--- src/design/kdlp_pkg.sv ---
// Package for the key debounce / long-press block: register indexes, channel
// widths and the structs passed between the top level and the core.
// No dependencies.
package kdlp_pkg;

	localparam int unsigned TimeW    = 32;
	localparam int unsigned CfgDataW = 16;
	localparam int unsigned CfgIdxW  = 2;

	localparam logic [CfgDataW-1:0] DefaultDebounceTime  = 16'd20;
	localparam logic [CfgDataW-1:0] DefaultLongPressTime = 16'd1000;

	typedef enum logic [CfgIdxW-1:0] {
		REG_LOW_PRESSED     = 2'd0,
		REG_DEBOUNCE_TIME   = 2'd1,
		REG_LONG_PRESS_TIME = 2'd2
	} kdlp_reg_t;

	typedef struct packed {
		logic                low_pressed;
		logic [CfgDataW-1:0] debounce_time;
		logic [CfgDataW-1:0] long_press_time;
	} kdlp_cfg_t;

	typedef struct packed {
		logic press_event;
		logic release_event;
		logic long_press_event;
		logic is_pressed;
	} kdlp_evt_t;

endpackage

--- src/design/kdlp_key_if.sv ---
// Input channel of the key debounce block: pin level plus timestamp.
// Depends on kdlp_pkg.
interface kdlp_key_if;
	logic                       valid;
	logic                       ready;
	logic                       pin_level;
	logic [kdlp_pkg::TimeW-1:0] now_time;

	modport source (output valid, pin_level, now_time, input ready);
	modport sink   (input valid, pin_level, now_time, output ready);
endinterface

--- src/design/kdlp_evt_if.sv ---
// Result channel of the key debounce block: event flags and debounced state.
// No dependencies.
interface kdlp_evt_if;
	logic valid;
	logic ready;
	logic press_event;
	logic release_event;
	logic long_press_event;
	logic is_pressed;

	modport source (output valid, press_event, release_event, long_press_event,
		is_pressed, input ready);
	modport sink   (input valid, press_event, release_event, long_press_event,
		is_pressed, output ready);
endinterface

--- src/design/kdlp_cfg_if.sv ---
// Register write channel of the key debounce block.
// Depends on kdlp_pkg.
interface kdlp_cfg_if;
	logic                          valid;
	logic                          ready;
	logic [kdlp_pkg::CfgIdxW-1:0]  index;
	logic [kdlp_pkg::CfgDataW-1:0] data;

	modport source (output valid, index, data, input ready);
	modport sink   (input valid, index, data, output ready);
endinterface

--- src/design/key_debounce_long_press.sv ---
// Top level of the key debounce / long-press detector: channel registers,
// configuration registers and the core. Depends on kdlp_pkg, the kdlp_*_if
// interfaces and kdlp_core.
//
//   channel  | role   | payload                                            | accepted when
//   ---------+--------+----------------------------------------------------+---------------
//   key_in   | sink   | pin_level, now_time                                | valid & ready
//   evt_out  | source | press_event, release_event, long_press_event,      | valid & ready
//            |        | is_pressed                                         |
//   cfg      | sink   | index (0 polarity, 1 debounce_time,                | valid & ready
//            |        | 2 long_press_time), data                           |
//
// One request per cycle sustained while evt_out is not stalled. A request is
// registered into stage 1, the core computes the result and the next state
// from stage 1, and the result lands in the output register that drives
// evt_out.valid.
// The core state is the only loop; its next state is computed in a single pass.
// Reset clears the core state and loads the register defaults (low level means
// pressed, debounce 20 ms, long press 1000 ms). A stall on evt_out holds
// stage 1 and then key_in.ready; the config port is always ready.
module key_debounce_long_press (
	input  logic   clk,
	input  logic   arst_n,
	kdlp_key_if.sink   key_in,
	kdlp_evt_if.source evt_out,
	kdlp_cfg_if.sink   cfg
);
	import kdlp_pkg::*;

	// Configuration registers.
	kdlp_cfg_t cfg_q;

	// Stage 1: registered request.
	logic             valid_s1;
	logic             pin_level_s1;
	logic [TimeW-1:0] now_time_s1;

	// Output register.
	logic      out_valid_q;
	kdlp_evt_t out_q;

	kdlp_evt_t evt;
	logic      out_free;
	logic      advance;

	assign cfg.ready    = 1'b1;

	// Stage 1 advances whenever the output register is empty or being drained.
	assign out_free     = !out_valid_q || evt_out.ready;
	assign advance      = valid_s1 && out_free;
	assign key_in.ready = !valid_s1 || out_free;

	// Write the addressed register; drop writes to unused indexes.
	always_ff @(posedge clk or negedge arst_n) begin
		if (!arst_n) begin
			cfg_q.low_pressed     <= 1'b1;
			cfg_q.debounce_time   <= DefaultDebounceTime;
			cfg_q.long_press_time <= DefaultLongPressTime;
		end else if (cfg.valid) begin
			case (cfg.index)
				REG_LOW_PRESSED:     cfg_q.low_pressed     <= cfg.data[0];
				REG_DEBOUNCE_TIME:   cfg_q.debounce_time   <= cfg.data;
				REG_LONG_PRESS_TIME: cfg_q.long_press_time <= cfg.data;
				default: ;
			endcase
		end
	end

	// Stage 1 valid and the output valid.
	always_ff @(posedge clk or negedge arst_n) begin
		if (!arst_n) begin
			valid_s1    <= 1'b0;
			out_valid_q <= 1'b0;
		end else begin
			if (key_in.ready) begin
				valid_s1 <= key_in.valid;
			end
			if (out_free) begin
				out_valid_q <= valid_s1;
			end
		end
	end

	// Payload: capture the request and the result without reset.
	always_ff @(posedge clk) begin
		if (key_in.ready && key_in.valid) begin
			pin_level_s1 <= key_in.pin_level;
			now_time_s1  <= key_in.now_time;
		end
		if (advance) begin
			out_q <= evt;
		end
	end

	kdlp_core u_core (
		.clk       (clk),
		.arst_n    (arst_n),
		.step      (advance),
		.pin_level (pin_level_s1),
		.now_time  (now_time_s1),
		.cfg       (cfg_q),
		.evt       (evt)
	);

	assign evt_out.valid            = out_valid_q;
	assign evt_out.press_event      = out_q.press_event;
	assign evt_out.release_event    = out_q.release_event;
	assign evt_out.long_press_event = out_q.long_press_event;
	assign evt_out.is_pressed       = out_q.is_pressed;

endmodule

--- src/design/kdlp_core.sv ---
// Debounce and long-press state plus the single-pass next-state logic.
// Depends on kdlp_pkg.
module kdlp_core (
	input  logic                       clk,
	input  logic                       arst_n,
	input  logic                       step,
	input  logic                       pin_level,
	input  logic [kdlp_pkg::TimeW-1:0] now_time,
	input  kdlp_pkg::kdlp_cfg_t        cfg,
	output kdlp_pkg::kdlp_evt_t        evt
);
	import kdlp_pkg::*;

	logic             primed_q;
	logic             prev_raw_q;
	logic             stable_lvl_q;
	logic             pressed_q;
	logic             long_done_q;
	logic [TimeW-1:0] change_stamp_q;
	logic [TimeW-1:0] press_stamp_q;

	logic             means_pressed;
	logic [TimeW-1:0] change_stamp_n;
	logic [TimeW-1:0] press_stamp_n;
	logic [TimeW-1:0] since_change;
	logic [TimeW-1:0] since_press;
	logic             take_level;
	logic             flip;
	logic             pressed_n;
	logic             long_done_mid;
	logic             long_ev;

	assign means_pressed = cfg.low_pressed ? ~pin_level : pin_level;

	always_comb begin
		change_stamp_n = (pin_level != prev_raw_q) ? now_time : change_stamp_q;
		since_change   = now_time - change_stamp_n;
		take_level     = (pin_level != stable_lvl_q) &&
			(since_change >= {{(TimeW-CfgDataW){1'b0}}, cfg.debounce_time});
		flip           = take_level && (means_pressed != pressed_q);
		pressed_n      = flip ? means_pressed : pressed_q;
		long_done_mid  = flip ? 1'b0 : long_done_q;
		press_stamp_n  = (flip && means_pressed) ? now_time : press_stamp_q;
		since_press    = now_time - press_stamp_n;
		long_ev        = pressed_n && !long_done_mid && (cfg.long_press_time != '0) &&
			(since_press >= {{(TimeW-CfgDataW){1'b0}}, cfg.long_press_time});
	end

	always_comb begin
		if (!primed_q) begin
			evt.press_event      = 1'b0;
			evt.release_event    = 1'b0;
			evt.long_press_event = 1'b0;
			evt.is_pressed       = means_pressed;
		end else begin
			evt.press_event      = flip && means_pressed;
			evt.release_event    = flip && !means_pressed;
			evt.long_press_event = long_ev;
			evt.is_pressed       = pressed_n;
		end
	end

	always_ff @(posedge clk or negedge arst_n) begin
		if (!arst_n) begin
			primed_q     <= 1'b0;
			prev_raw_q   <= 1'b0;
			stable_lvl_q <= 1'b0;
			pressed_q    <= 1'b0;
			long_done_q  <= 1'b0;
		end else if (step) begin
			primed_q   <= 1'b1;
			prev_raw_q <= pin_level;
			if (!primed_q) begin
				stable_lvl_q <= pin_level;
				pressed_q    <= means_pressed;
				long_done_q  <= 1'b0;
			end else begin
				if (take_level) begin
					stable_lvl_q <= pin_level;
				end
				pressed_q   <= pressed_n;
				long_done_q <= long_done_mid | long_ev;
			end
		end
	end

	// Stamps are always written by the priming item before first use.
	always_ff @(posedge clk) begin
		if (step) begin
			if (!primed_q) begin
				change_stamp_q <= now_time;
				press_stamp_q  <= now_time;
			end else begin
				change_stamp_q <= change_stamp_n;
				press_stamp_q  <= press_stamp_n;
			end
		end
	end

endmodule
--- src/flat_wrapper.sv ---
// flat-port wrapper written by rule: the top's interface ports become plain ports
module key_debounce_long_press_flat import kdlp_pkg::*;
  (clk, arst_n, key_in_valid, key_in_pin_level, key_in_now_time, key_in_ready, evt_out_valid, evt_out_press_event, evt_out_release_event, evt_out_long_press_event, evt_out_is_pressed, evt_out_ready, cfg_valid, cfg_index, cfg_data, cfg_ready);
  kdlp_key_if key_in_i ();
  kdlp_evt_if evt_out_i ();
  kdlp_cfg_if cfg_i ();
  input  logic clk;
  input  logic arst_n;
  input wire logic [$bits(key_in_i.valid)-1:0] key_in_valid;
  input wire logic [$bits(key_in_i.pin_level)-1:0] key_in_pin_level;
  input wire logic [$bits(key_in_i.now_time)-1:0] key_in_now_time;
  output wire logic [$bits(key_in_i.ready)-1:0] key_in_ready;
  output wire logic [$bits(evt_out_i.valid)-1:0] evt_out_valid;
  output wire logic [$bits(evt_out_i.press_event)-1:0] evt_out_press_event;
  output wire logic [$bits(evt_out_i.release_event)-1:0] evt_out_release_event;
  output wire logic [$bits(evt_out_i.long_press_event)-1:0] evt_out_long_press_event;
  output wire logic [$bits(evt_out_i.is_pressed)-1:0] evt_out_is_pressed;
  input wire logic [$bits(evt_out_i.ready)-1:0] evt_out_ready;
  input wire logic [$bits(cfg_i.valid)-1:0] cfg_valid;
  input wire logic [$bits(cfg_i.index)-1:0] cfg_index;
  input wire logic [$bits(cfg_i.data)-1:0] cfg_data;
  output wire logic [$bits(cfg_i.ready)-1:0] cfg_ready;
  assign key_in_i.valid = key_in_valid;
  assign key_in_i.pin_level = key_in_pin_level;
  assign key_in_i.now_time = key_in_now_time;
  assign key_in_ready = key_in_i.ready;
  assign evt_out_valid = evt_out_i.valid;
  assign evt_out_press_event = evt_out_i.press_event;
  assign evt_out_release_event = evt_out_i.release_event;
  assign evt_out_long_press_event = evt_out_i.long_press_event;
  assign evt_out_is_pressed = evt_out_i.is_pressed;
  assign evt_out_i.ready = evt_out_ready;
  assign cfg_i.valid = cfg_valid;
  assign cfg_i.index = cfg_index;
  assign cfg_i.data = cfg_data;
  assign cfg_ready = cfg_i.ready;
  key_debounce_long_press u_core (.clk(clk), .arst_n(arst_n), .key_in(key_in_i), .evt_out(evt_out_i), .cfg(cfg_i));
endmodule
--- config.mk ---
export PLATFORM = sky130hd
export DESIGN_NAME = key_debounce_long_press_flat
export DESIGN_NICKNAME = d
export VERILOG_FILES = /design/src/design/kdlp_pkg.sv /design/src/design/kdlp_key_if.sv /design/src/design/kdlp_evt_if.sv /design/src/design/kdlp_cfg_if.sv /design/src/design/key_debounce_long_press.sv /design/src/design/kdlp_core.sv /design/src/flat_wrapper.sv
export SDC_FILE = /design/constraint.sdc
export NUM_CORES = 1
export LEC_CHECK = 0
export BUFFER_PORTS_ARGS = -buffer_cell sky130_fd_sc_hd__buf_2
export CORE_UTILIZATION = 49
export CTS_CLUSTER_DIAMETER = 150
export DETAILED_ROUTE_END_ITERATION = 8
export GPL_TIMING_DRIVEN = 1
export PLACE_DENSITY = 0.76
export SLEW_MARGIN = 20
export SYNTH_ARGS = -nofsm -noshare
export SYNTH_HDL_FRONTEND = slang
export SYNTH_SLANG_ARGS = --single-unit
export TNS_END_PERCENT = 100
--- constraint.sdc ---
create_clock -name clk -period 12.1 [get_ports clk]
set_input_delay 1.815 -clock clk [delete_from_list [all_inputs] [get_ports clk]]
set_output_delay 1.815 -clock clk [all_outputs]
set_load 0.005 [all_outputs]
# --- After elaboration in Yosys (flattened, before gate mapping) ---
# Cells that the tools add are included.
word_totals:
  in_bits: 56
  out_inout_bits: 7
  regBits: 141
op_classes:
  mux: 12
  eq_ne: 6
  reduce_logical: 21
  n_addsub: 2
  bitwise_logic: 2
  magnitude_cmp: 2
ops:
  columns: ["cell", "n"]
  rows:
  - ["32-bit 2-to-1 mux", 4]
  - ["32-bit by 16-bit greater-or-equal comparator with 1-bit output", 2]
  - ["32-bit subtractor", 2]
  - ["16-bit nonzero test", 1]
  - ["1-bit logical AND", 9]
  - ["1-bit 2-to-1 mux", 8]
  - ["2-bit AND reduction", 4]
  - ["1-bit zero test", 4]
  - ["1-bit != test", 3]
  - ["2-bit by 1-bit equality test with 1-bit output, second input constant", 1]
  - ["2-bit equality test, second input constant", 1]
  - ["2-bit zero test", 1]
  - ["1-bit logical OR", 2]
  - ["2-bit by 1-bit != test with 1-bit output, second input constant", 1]
  - ["1-bit NOT", 1]
  - ["1-bit OR", 1]

# --- Longest topological paths before layout ---
# Gate-level depths: netlist of the first run.
logic_depth:
  word_depth: 13
  mapped_depth: 58
  mapped_depth_nobuf: 52

# --- Modules after synthesis ---
# A second synthesis of the first run with hierarchy kept.
unflattened:
  hier_cells: 1223
  area_unflattened_um2: 11563.6
modules_own_cells:
  columns: ["mod", "cells_each", "area_per_inst_um2", "instances"]
  rows:
  - ["kdlp_core", 1105, 8998.6, 1]
  - ["key_debounce_long_press", 118, 2565.0, 1]

# --- Worst setup path after synthesis of the first run ---
# Ideal clock, no wire load.
synth_path:
  kind: "flip-flop to flip-flop"
  startpoint: "reg u_core.pin_level_s1"
  endpoint: "reg u_core.out_q, in the netlist u_core.evt_out.long_press_event, data pin"
  arrival_time_ns: 10.361
  stages_incl_launch_ff: 59
  path_slack_ns: 1.484
  required_ns: 11.845
  n_path_buf: 6
  cell_sequence: "edfxtp_1 -> buf_4 -> xnor2_2 -> buf_2 -> buf_2 -> buf_1 -> nand2_1 -> o21ai_0 -> ha_1 -> inv_1 -> ha_1 -> a21oi_1 -> o22ai_4 -> o21a_1 -> nor2_2 -> o21a_1 -> o22ai_1 -> o21a_1 -> [... 23 more ...] -> maj3_1 -> a21oi_1 -> a31oi_1 -> nor2_1 -> a211oi_1 -> xnor2_1 -> ha_1 -> a21oi_1 -> nor2b_1 -> o21ai_0 -> o311ai_0 -> nor4_1 -> o21ai_0 -> a31oi_1 -> o2111ai_1 -> nor4_1 -> and4b_1 -> nor2_1"
synth_via:
  elab_chain_cells: 11
  elab_cells_between_ends: 20
  cone_classes: "add/sub (2); order compare (2); eq/ne (3); mux (5); bitwise (1); reduce/logical (7)"
synth_lines:
  columns: ["item", "line", "rtl"]
  rows:
  - ["from (decl)", "key_debounce_long_press.sv:35", "logic pin_level_s1;"]
  - ["from (signal assigned)", "key_debounce_long_press.sv:87", "pin_level_s1 <= key_in.pin_level;"]
  - ["1-bit != test", "kdlp_core.sv:36", "change_stamp_n = (pin_level != prev_raw_q) ? now_time : change_stamp_q;"]
  - ["32-bit 2-to-1 mux", "kdlp_core.sv:36", null]
  - ["32-bit subtractor", "kdlp_core.sv:37", "since_change = now_time - change_stamp_n;"]
  - ["32-bit by 16-bit greater-or-equal comparator with 1-bit output", "kdlp_core.sv:39", "(since_change >= {{(TimeW-CfgDataW){1'b0}}, cfg.debounce_time});"]
  - ["1-bit logical AND", "kdlp_core.sv:38", "take_level = (pin_level != stable_lvl_q) &&"]
  - ["1-bit logical AND", "kdlp_core.sv:40", "flip = take_level && (means_pressed != pressed_q);"]
  - ["1-bit logical AND or 1-bit 2-to-1 mux (tied branches)", "kdlp_core.sv:43, kdlp_core.sv:42", null]
  - ["32-bit 2-to-1 mux or 1-bit zero test (tied branches)", "kdlp_core.sv:43, kdlp_core.sv:45", null]
  - ["32-bit subtractor or 1-bit logical AND (tied branches)", "kdlp_core.sv:44, kdlp_core.sv:45", null]
  - ["32-bit by 16-bit greater-or-equal comparator with 1-bit output or 1-bit logical AND (tied branches)", "kdlp_core.sv:46, kdlp_core.sv:45", null]
  - ["1-bit logical AND (*)", "kdlp_core.sv:45", "long_ev = pressed_n && !long_done_mid && (cfg.long_press_time != '0) &&"]
  - ["to (signal assigned)", "key_debounce_long_press.sv:91", "out_q <= evt;"]
  - ["to (decl)", "key_debounce_long_press.sv:40", "kdlp_evt_t out_q;"]
# Mark *: on every way between the ends. The rest lies on a longest branch, timed or not.
# A chain may end at the register's enable or synchronous reset.

# --- Worst setup path after layout of the first run ---
# Ends and elaborated chain as after synthesis.

==> reports/results.ini, run 1 <==
[yosys]
synth-async-reset-ratio_pct=28.4
post_synth.cell_area_avg_um2=9.19
postSynthNetCount=1375
synth.ff_latch_count=141
yosysWarnings=0
synth-seq-area-share_pct=35.4
area_of_the_mapped_netlist_um2=11400
dominantRegCellSynth=edfxtp_1
synth_cell_types=90
edff_count_synth=101
postSynthCellCount=1245

[layout]
layout.cells.most_common_list=a21oi_1 (125), edfxtp_1 (101), nor2_1 (90)
mostFrequentLayoutCell=a21oi_1
antenna-diode-count=0
drive_above_1_share_pct=15.3
layout.nets=1399
flow.area_growth_from_synthesis_pct=10.1

[timing]
report.final.slew_viol_count=0
period_minus_slack_ps=11220
finalClockSkew_ps=14.4
unrepaired_setup_endpoints_after_global_routing=false
setup_viol=0
achievable-frequency_ghz=0.0892
maxSlewHeadroom_pct=34.7
hold_viol=0
slew_worst_pin_ps=979
timing.final.crit_share_pct=92.7
tns_ps=0
setup_slack_ps=884

[worst_setup_path]
critical_path.max_stage_delay_ps=530
endpoint_kind=register
crit_required_ps=12290
cp_slowest_cell=edfxtp_1
start_kind=register
worst-setup-path-type=register to register
crit_path_max_fanout=7
timing.reg2reg.setup_slack_ps=880
crit_path_dat_ps=11410

[status]
outcome=finished, final reports clean

[global_routing]
grt_max_degree=69
vias_in_the_first_global_route=9252
gr-usage-all-layers_pct=27.5
grt_overflow=0
grt_antenna_before_repair=0
wire_length_of_the_first_global_routing_pass_um=51100

[floorplan]
fp.dieW_um=155
rows=55
placeableCoreArea_um2=22800
floorplan.io_pins=63
y_dimension_of_the_die_um=155
die_area_um2=24000
floorplan.initialDensity_pct=50.2

[clocking]
max-clock-path-buffers=2
clk_pin_slew_worst_paths_ps=80
clock_latency_late_sink_ps=440
tritoncts_num_sinks=141
tritoncts_clock_tree=built
cts.root.buffer_cell=clkbuf_16
cts_max_level=4
numCtsBuffers=17

[worst_hold_path]
timing.hold.worst.class=register to register

[detailed_routing]
num_vias=9858
drc_errors=0
final_antenna_net_count=0
drt_first_pass_iters=6
drt_iter0_markers=836
detailed_route_vias_per_instance=6.18
route.final.wire_length_um=32100
wl_per_cell_um=20.1

[place]
place_congestion=0.918
dpl.hpwl_um=24100
port_buffers=61
pre_cts_ws_ps=754

[power_and_ir_drop]
vdd_ir_drop_max_mv=0.0973
power_per_cell_area_nw_per_um2=190
p_leak_uw=0.00507

[run]
drv_cap=0

==> where the power goes <==
part           switching (µW)  internal, µW
combinational             690           478
clock                     265           282
sequential               66.0           619
==> kinds of logic (layout without fill, tap and decap cells) <==
family                     Yosys count  in the layout  synth area share, %
buffers and inverters              133            170                 4.70
xor gates and xnor gates            56             56                 4.35
adders and majority gates           94             94                 9.88
AOI/OAI and AO/OA                  350            350                 19.4
other                                1              1               0.0328
and+or+nand+nor                    365            365                 16.4
DFF                                141            141                 35.4
muxes                              105            105                 9.83
==> final cells by class <==
type | count | area [µm²]
Fill cell | 2006 | 10200
Clock buffer | 17 | 425
Clock inverter | 15 | 186
Sequential cell | 141 | 4050
Inverter | 68 | 255
Tap cell | 313 | 392
Multi-Input combinational cell | 971 | 6910
Timing Repair Buffer | 70 | 389
==> path summary, 6_finish.rpt <==
path / startpoint / depth (start not counted) / end
max: u_core.pin_level_s1 / 52 / u_core.evt_out.long_press_event
min reg2reg: u_core.valid_s1 / 1 / u_core.evt_out.valid
max reg2reg: u_core.pin_level_s1 / 52 / u_core.evt_out.long_press_event
max in group asynchronous: arst_n / 1 / u_core.u_core.primed_q
min: u_core.valid_s1 / 1 / u_core.evt_out.valid
min in group asynchronous: arst_n / 1 / u_core.evt_out.valid
==> metal layers <==
metal / share of wire, % / track usage [%] / up-vias
met3: 6.5 / 3.22 / 33
li1: - / - / 4681
met1: 47 / 40.6 / 4756
met2: 45 / 42.7 / 388
met5: 0 / 0 / -
met4: 1.4 / 7.12 / 0
==> state kept, by name (all words and copies together) (netlist names) <==
register                         count
u_core.cfg_q                        33
u_core.evt_out.release_event         1
u_core.u_core.prev_raw_q             1
u_core.evt_out.long_press_event      1
u_core.evt_out.is_pressed            1
u_core.pin_level_s1                  1
u_core.u_core.stable_lvl_q           1
u_core.valid_s1                      1
u_core.now_time_s1                  32
u_core.evt_out.valid                 1
u_core.u_core.change_stamp_q        32
u_core.u_core.pressed_q              1
u_core.u_core.press_stamp_q         32
u_core.u_core.long_done_q            1
u_core.evt_out.press_event           1
u_core.u_core.primed_q               1
==> what timing repair did <==
item / 4_1_cts / 5_1_grt
setup buffers: 0 / 3
hold endpoints to repair: 0 / 0
gates resized for setup: 0 / 3
hold buffers: 0 / 0
endpoints found under the setup margin: 0 / 2
==> cell usage after synthesis, types with 15 or more instances <==
master | count | area share [%]
a21oi_1 | 125 | 5.5
edfxtp_1 | 101 | 27
nor2_1 | 90 | 3.0
nand2_1 | 83 | 2.7
ha_1 | 74 | 8.1
inv_1 | 67 | 2.2
o21ai_0 | 66 | 2.9
mux2_2 | 56 | 5.5
mux2i_1 | 48 | 4.2
clkbuf_1 | 45 | 1.5
xnor2_1 | 33 | 2.5
dfrtp_1 | 31 | 6.8
a21o_1 | 30 | 2.0
nand3_1 | 30 | 1.3
nand2b_1 | 26 | 1.4
nor2b_1 | 23 | 1.3
xor2_1 | 22 | 1.7
nand4_1 | 18 | 0.98
a31oi_1 | 17 | 0.93
maj3_1 | 17 | 1.5
nor3_1 | 17 | 0.74
o21a_1 | 15 | 0.98
==> metrics by stage <==
stage / area, µm² / power, µW / cells / hold WS (ps) / util (%)
CTS: 12500 / 2380 / 1591 / 507 / 55.0
global route: 12600 / 2550 / 1595 / 513 / 55.3
detailed placement: 11900 / 1830 / 1559 / 487 / 52.3
floorplan: 11400 / 1540 / 1245 / 457 / -
global placement: 11900 / 1810 / 1559 / 471 / 52.3
finish: 12600 / 2400 / 1595 / 504 / 55.3
==> critical path: cells and delay by family (launching register included) <==
kind,cells,cell delay (ps)
AO/OA/AOI/OAI,26,4620
XOR/XNOR,3,620
adder cells (fa/ha/maj),7,1830
buffers and inverters,1,80
flip-flops,1,530
multiplexers,1,310
AND/OR/NAND/NOR,14,2990
No activity file was read; power rests on OpenSTA's default activity.
==> inputs of run 2 (changes only) <==
--- a/config.mk
+++ b/config.mk
@@ -14,5 +14,6 @@
 export SLEW_MARGIN = 20
 export SYNTH_ARGS = -nofsm -noshare
 export SYNTH_HDL_FRONTEND = slang
+export SYNTH_HIERARCHICAL = 1
 export SYNTH_SLANG_ARGS = --single-unit
 export TNS_END_PERCENT = 100
==> run 2 against run 1 <==
  * Synthesized cell count shrank 1.8%
  * Sequential cell count unchanged
  * Clock skew down 4.5 ps
  * Total power grew 3.2%
  * Utilization up 0.18 points
  * First-iteration DRC count is 7.8% higher
  * Clock-buffer cell count stayed put
  * Setup slack got worse by 59 ps
  * Wire length decreased by 3.2%
  * Combinational power increased by 4%
  * Critical endpoint is now u_core/evt_out.long_press_event
  * Highest routed layer unchanged
==> reports/results.ini, run 2 <==
[yosys]
area_of_the_mapped_netlist_um2=11600
synth_top_area_share_pct=26.2
edff_count_synth=101
postSynthNetCount=1361
synthDominantAreaCellType=edfxtp_1
postSynthCellCount=1223
synth-seq-area-share_pct=35.0
yosysWarnings=6
synthMostInstantiatedCell=a21oi_1
synth.ff_latch_count=141
synth_cell_types=96
yosys-top-cells-area=edfxtp_1 (26%), ha_1 (8.8%), dfrtp_1 (6.7%)
dominantRegCellSynth=edfxtp_1
post_synth.cell_area_avg_um2=9.46
synth_top_cells_by_count=a21oi_1 (117), edfxtp_1 (101), nor2_1 (95)
synth-async-reset-ratio_pct=28.4

[detailed_routing]
drc_errors=0
detailed_route_vias_per_instance=6.24
wl_per_cell_um=19.7
route.final.wire_length_um=31100
num_vias=9868
drt_first_pass_iters=7
drt_iter0_markers=901
final_antenna_net_count=0

[place]
port_buffers=61
place_congestion=1.00
dpl.hpwl_um=23600

[timing]
hold_viol=0
slew_worst_pin_ps=1010
timing.final.crit_share_pct=93.2
report.final.slew_viol_count=0
tns_ps=0
finalClockSkew_ps=9.90
hold_ws_ps=495
achievable-frequency_ghz=0.0887
maxSlewHeadroom_pct=31.7
setup_viol=0
period_minus_slack_ps=11280

[layout]
flow.area_growth_from_synthesis_pct=9.96
mostFrequentLayoutCell=a21oi_1
n_fill_cell=2007
layout.nets=1393
layout.cells.most_common_list=a21oi_1 (117), edfxtp_1 (101), nor2_1 (95)
drive_above_1_share_pct=15.3
largest_register_ff_count=33
regMostFlops=u_core/cfg_q
antenna-diode-count=0

[worst_setup_path]
cell_occurring_most_often_along_the_worst_timing_path=o21ai_0
worst-setup-path-type=register to register
crit_required_ps=12270
crit_path_max_fanout=33
crit_path_dat_ps=11440
start_kind=register
cp_slowest_cell=edfxtp_1
endpoint_kind=register
critical_path.max_stage_delay_ps=580

[clocking]
tritoncts_num_sinks=141
clock_latency_late_sink_ps=430
cts.hold.buffers_added=0
clk_pin_slew_worst_paths_ps=70
cts_setup_buffers=0
cts.root.buffer_cell=clkbuf_16
max-clock-path-buffers=2
cts_resized=0
numCtsBuffers=17
tritoncts_clock_tree=built
cts_max_level=4

[floorplan]
die_area_um2=24200
floorplan.initialDensity_pct=50.5
y_dimension_of_the_die_um=156
rows=55
fp.dieW_um=156
floorplan.io_pins=63
placeableCoreArea_um2=22900

[power_and_ir_drop]
p_leak_uw=0.00553
vdd_ir_drop_max_mv=0.104
power_per_cell_area_nw_per_um2=195

[status]
outcome=finished, final reports clean

[global_routing]
grt_overflow=0
gr-usage-all-layers_pct=26.1
grt_max_degree=74
vias_in_the_first_global_route=9219
wire_length_of_the_first_global_routing_pass_um=49100
grt_antenna_before_repair=0

[run]
drv_cap=0

[worst_hold_path]
timing.hold.worst.class=register to register

-- run 2: cell types whose count changed after synthesis, moves of 7 or more --
cell | before | now
xor2_1 | 22 | 29
mux2_4 | 0 | 20
nand3_1 | 30 | 22
a21o_1 | 30 | 43
nand2b_1 | 26 | 19
nor2b_1 | 23 | 14
mux2_2 | 56 | 29
a21oi_1 | 125 | 117
nor3_1 | 17 | 25
ha_1 | 74 | 81
xnor2_1 | 33 | 25
-- run 2: report_power, final --
part           leakage, µW  switching [µW]  internal [µW]
clock             0.000303             249            317
sequential         0.00143            67.8            620
combinational      0.00380             709            515
total              0.00553            1030           1450
-- run 2: routing by layer --
metal	share of wire (%)	vias to the layer above	global-route usage (%)
li1	-	4647	-
met1	45	4710	36.9
met2	44	443	39.6
met3	7.8	68	4.53
met4	3.1	0	10.7
met5	0	-	0
-- run 2: through the flow --
step | total power (µW) | setup slack [ps] | instance area (µm²) | util [%] | cells
finish | 2480 | 825 | 12700 | 55.5 | 1581
global route | 2630 | -17.2 | 12700 | 55.5 | 1581
CTS | 2460 | 670 | 12700 | 55.4 | 1579
detailed placement | 1880 | 782 | 12100 | 52.7 | 1547
global placement | 1850 | 1230 | 12100 | 52.7 | 1547
floorplan | 1600 | 1410 | 11600 | - | 1223
-- run 2: logic make-up (layout without fill, tap and decap cells) --
family          after synthesis  after routing  share of synthesized area, %
compound gates              355            355                          20.6
simple gates                353            353                          15.9
flops                       141            141                          35.0
buf+inv                     123            168                          4.36
mux                         101            101                          9.93
fa+ha+maj                    93             93                          9.89
xor+xnor                     56             56                          4.37
other cells                   1              1                        0.0324
-- run 2: critical path, delay by kind of cell, from the launching register on --
family / cells / cell delay, ps
AND/OR/NAND/NOR: 14 / 2570
flip-flops: 1 / 580
buffers and inverters: 4 / 700
AO/OA/AOI/OAI: 27 / 5280
XOR/XNOR: 2 / 370
adder cells (fa/ha/maj): 5 / 1480
-- run 2: path summary, 6_finish.rpt --
path / start / endpoint / slack, ps / depth (start not counted)
worst max-delay path: u_core/pin_level_s1 / u_core/evt_out.long_press_event / 820 / 52
worst min-delay path: u_core/valid_s1 / u_core/evt_out.valid / 490 / 1
worst max register to register: u_core/pin_level_s1 / u_core/evt_out.long_press_event / 820 / 52
worst min register to register: u_core/valid_s1 / u_core/evt_out.valid / 490 / 1
max in group asynchronous: arst_n / u_core/u_core/primed_q / 9950 / 1
min in group asynchronous: arst_n / u_core/evt_out.valid / 1500 / 1
-- run 2: final cells by class --
| cell class | instances | area [µm²] | area share [%] |
|---|---|---|---|
| Timing Repair Buffer | 69 | 378 | 2.97 |
| Sequential cell | 141 | 4050 | 31.8 |
| Clock buffer | 17 | 425 | 3.35 |
| Inverter | 67 | 251 | 1.98 |
| Multi-Input combinational cell | 959 | 7030 | 55.3 |
| Tap cell | 313 | 392 | 3.08 |
| Clock inverter | 15 | 195 | 1.53 |
==> inputs of run 3 (changes only) <==
--- a/config.mk
+++ b/config.mk
@@ -6,6 +6,7 @@
 export NUM_CORES = 1
 export LEC_CHECK = 0
 export BUFFER_PORTS_ARGS = -buffer_cell sky130_fd_sc_hd__buf_2
+export CORE_ASPECT_RATIO = 0.6
 export CORE_UTILIZATION = 49
 export CTS_CLUSTER_DIAMETER = 150
 export DETAILED_ROUTE_END_ITERATION = 8
==> run 3 against run 2 <==
  * Non-clock buffer count up 5
  * First-iteration DRC count up 44%
  * Setup slack better by 86 ps
  * Via count up 1.6%
  * Cell count up 0.44%
  * Sequential power down 0.7%
  * Clock power down 10%
  * Global-route usage up 2.6 points
==> reports/results.ini, run 3 (synthesis gave the netlist of run 2 again) <==
[power_and_ir_drop]
p_leak_uw=0.00553
p_comb_share_pct=52.6
power_switching_uw=1080
totalPowerFinal_uw=2510
vdd_ir_drop_max_mv=0.131
clock_power_share_pct=20.2
power.sequential.fraction_pct=27.2
netSwitchingFraction_pct=43.0
intPower_uw=1430
power_per_cell_area_nw_per_um2=197

[layout]
flow.area_growth_from_synthesis_pct=10.2
layout.cells.most_common_list=a21oi_1 (117), edfxtp_1 (101), nor2_1 (94)
fin_cells=1588
drive_above_1_share_pct=15.9
layout.nets=1398
antenna-diode-count=0
largest_register_ff_count=33
mostFrequentLayoutCell=a21oi_1
regMostFlops=u_core/cfg_q
fin_util_pct=55.1

[detailed_routing]
drt_first_pass_iters=6
num_vias=10000
drt_iter0_markers=1294
wl_per_cell_um=21.4
route.final.wire_length_um=34000
drc_errors=0
detailed_route_vias_per_instance=6.31
final_antenna_net_count=0

[global_routing]
wire_length_of_the_first_global_routing_pass_um=52500
vias_in_the_first_global_route=8883
grt_max_degree=74
grt_antenna_before_repair=0
grt_overflow=0
gr-usage-all-layers_pct=28.7

[floorplan]
placeableCoreArea_um2=23100
rows=43
fp.dieW_um=200
die_area_um2=24200
y_dimension_of_the_die_um=121
floorplan.initialDensity_pct=50.0
floorplan.io_pins=63

[timing]
setup_viol=0
finalClockSkew_ps=14.2
setup_slack_ps=911
unrepaired_setup_endpoints_after_global_routing=false
maxSlewHeadroom_pct=31.7
hold_viol=0
tns_ps=0
period_minus_slack_ps=11190
slew_worst_pin_ps=1020
report.final.slew_viol_count=0
achievable-frequency_ghz=0.0894
timing.final.crit_share_pct=92.5

[clocking]
cts.root.buffer_cell=clkbuf_16
tritoncts_clock_tree=built
cts_max_level=4
clk_pin_slew_worst_paths_ps=60
max-clock-path-buffers=2
clock_latency_late_sink_ps=460
numCtsBuffers=17
tritoncts_num_sinks=141

[worst_hold_path]
timing.hold.worst.class=register to register

[worst_setup_path]
start_kind=register
crit_required_ps=12290
critical_path.max_stage_delay_ps=560
worst-setup-path-type=register to register
cp_slowest_cell=o211ai_1
crit_path_max_fanout=6
critical_path.top_delay_family=compound AO/OA/AOI/OAI gates
worstPathBufferInverterCount=2
cell_occurring_most_often_along_the_worst_timing_path=o21ai_0
crit_path_dat_ps=11380
endpoint_kind=register

[place]
pre_cts_ws_ps=636
place_congestion=1.01
port_buffers=61
dpl.hpwl_um=26300
dp_cells=1551

[status]
outcome=finished, final reports clean

[run]
drv_cap=0

-- run 3: stage by stage --
stage	area [µm²]	hold slack, ps
finish	12700	498
global route	12700	527
CTS	12600	496
global placement	12100	475
detailed placement	12100	481
floorplan	11600	449
-- run 3: metal layers --
layer,GRT usage (%),share of wire (%)
met1,46.2,50
met3,6.79,11
met5,0,0
met2,37.4,38
met4,6.73,1.0
-- run 3: what timing repair did --
action / CTS / global route
resized for setup: 0 / 7
endpoints found under the setup margin: 0 / 2
hold buffers: 0 / 0
buffers inserted: 0 / 5
-- run 3: final timing paths --
path,from,endpoint,slack (ps),depth (start not counted)
worst max-delay path,u_core/pin_level_s1,u_core/evt_out.long_press_event,910,48
worst min-delay path,u_core/valid_s1,u_core/evt_out.valid,500,1
worst max register to register,u_core/pin_level_s1,u_core/evt_out.long_press_event,910,48
worst min register to register,u_core/valid_s1,u_core/evt_out.valid,500,1
max in group asynchronous,arst_n,u_core/u_core/primed_q,10040,1
min in group asynchronous,arst_n,u_core/cfg_q[17],1460,1
-- run 3: cell type report --
type / instances / area [µm²]
flip-flops and latches: 141 / 4050
repair buffers: 74 / 419
inverters: 67 / 251
clock inverters: 15 / 134
well taps: 315 / 394
fillers: 2081 / 10400
multi-input cells: 959 / 7070
clock buffers: 17 / 425
-- run 3: worst reg2reg max path: cells and delay by family, from the launching register on --
kind,cells,cell delay [ps]
and+or+nand+nor,13,2400
buffers and inverters,2,280
xor gates and xnor gates,3,800
DFF,1,530
adders and majority gates,4,1260
AOI/OAI and AO/OA,26,5660
-- run 3: power by group through the flow --
stage	logic (µW)	registers, µW	clock network [µW]
5_1_grt	1430	692	536
6_report	1320	683	506
2_1_floorplan	932	665	0
3_3_place_gp	1230	686	0
4_1_cts	1260	681	516
3_5_place_dp	1250	688	0
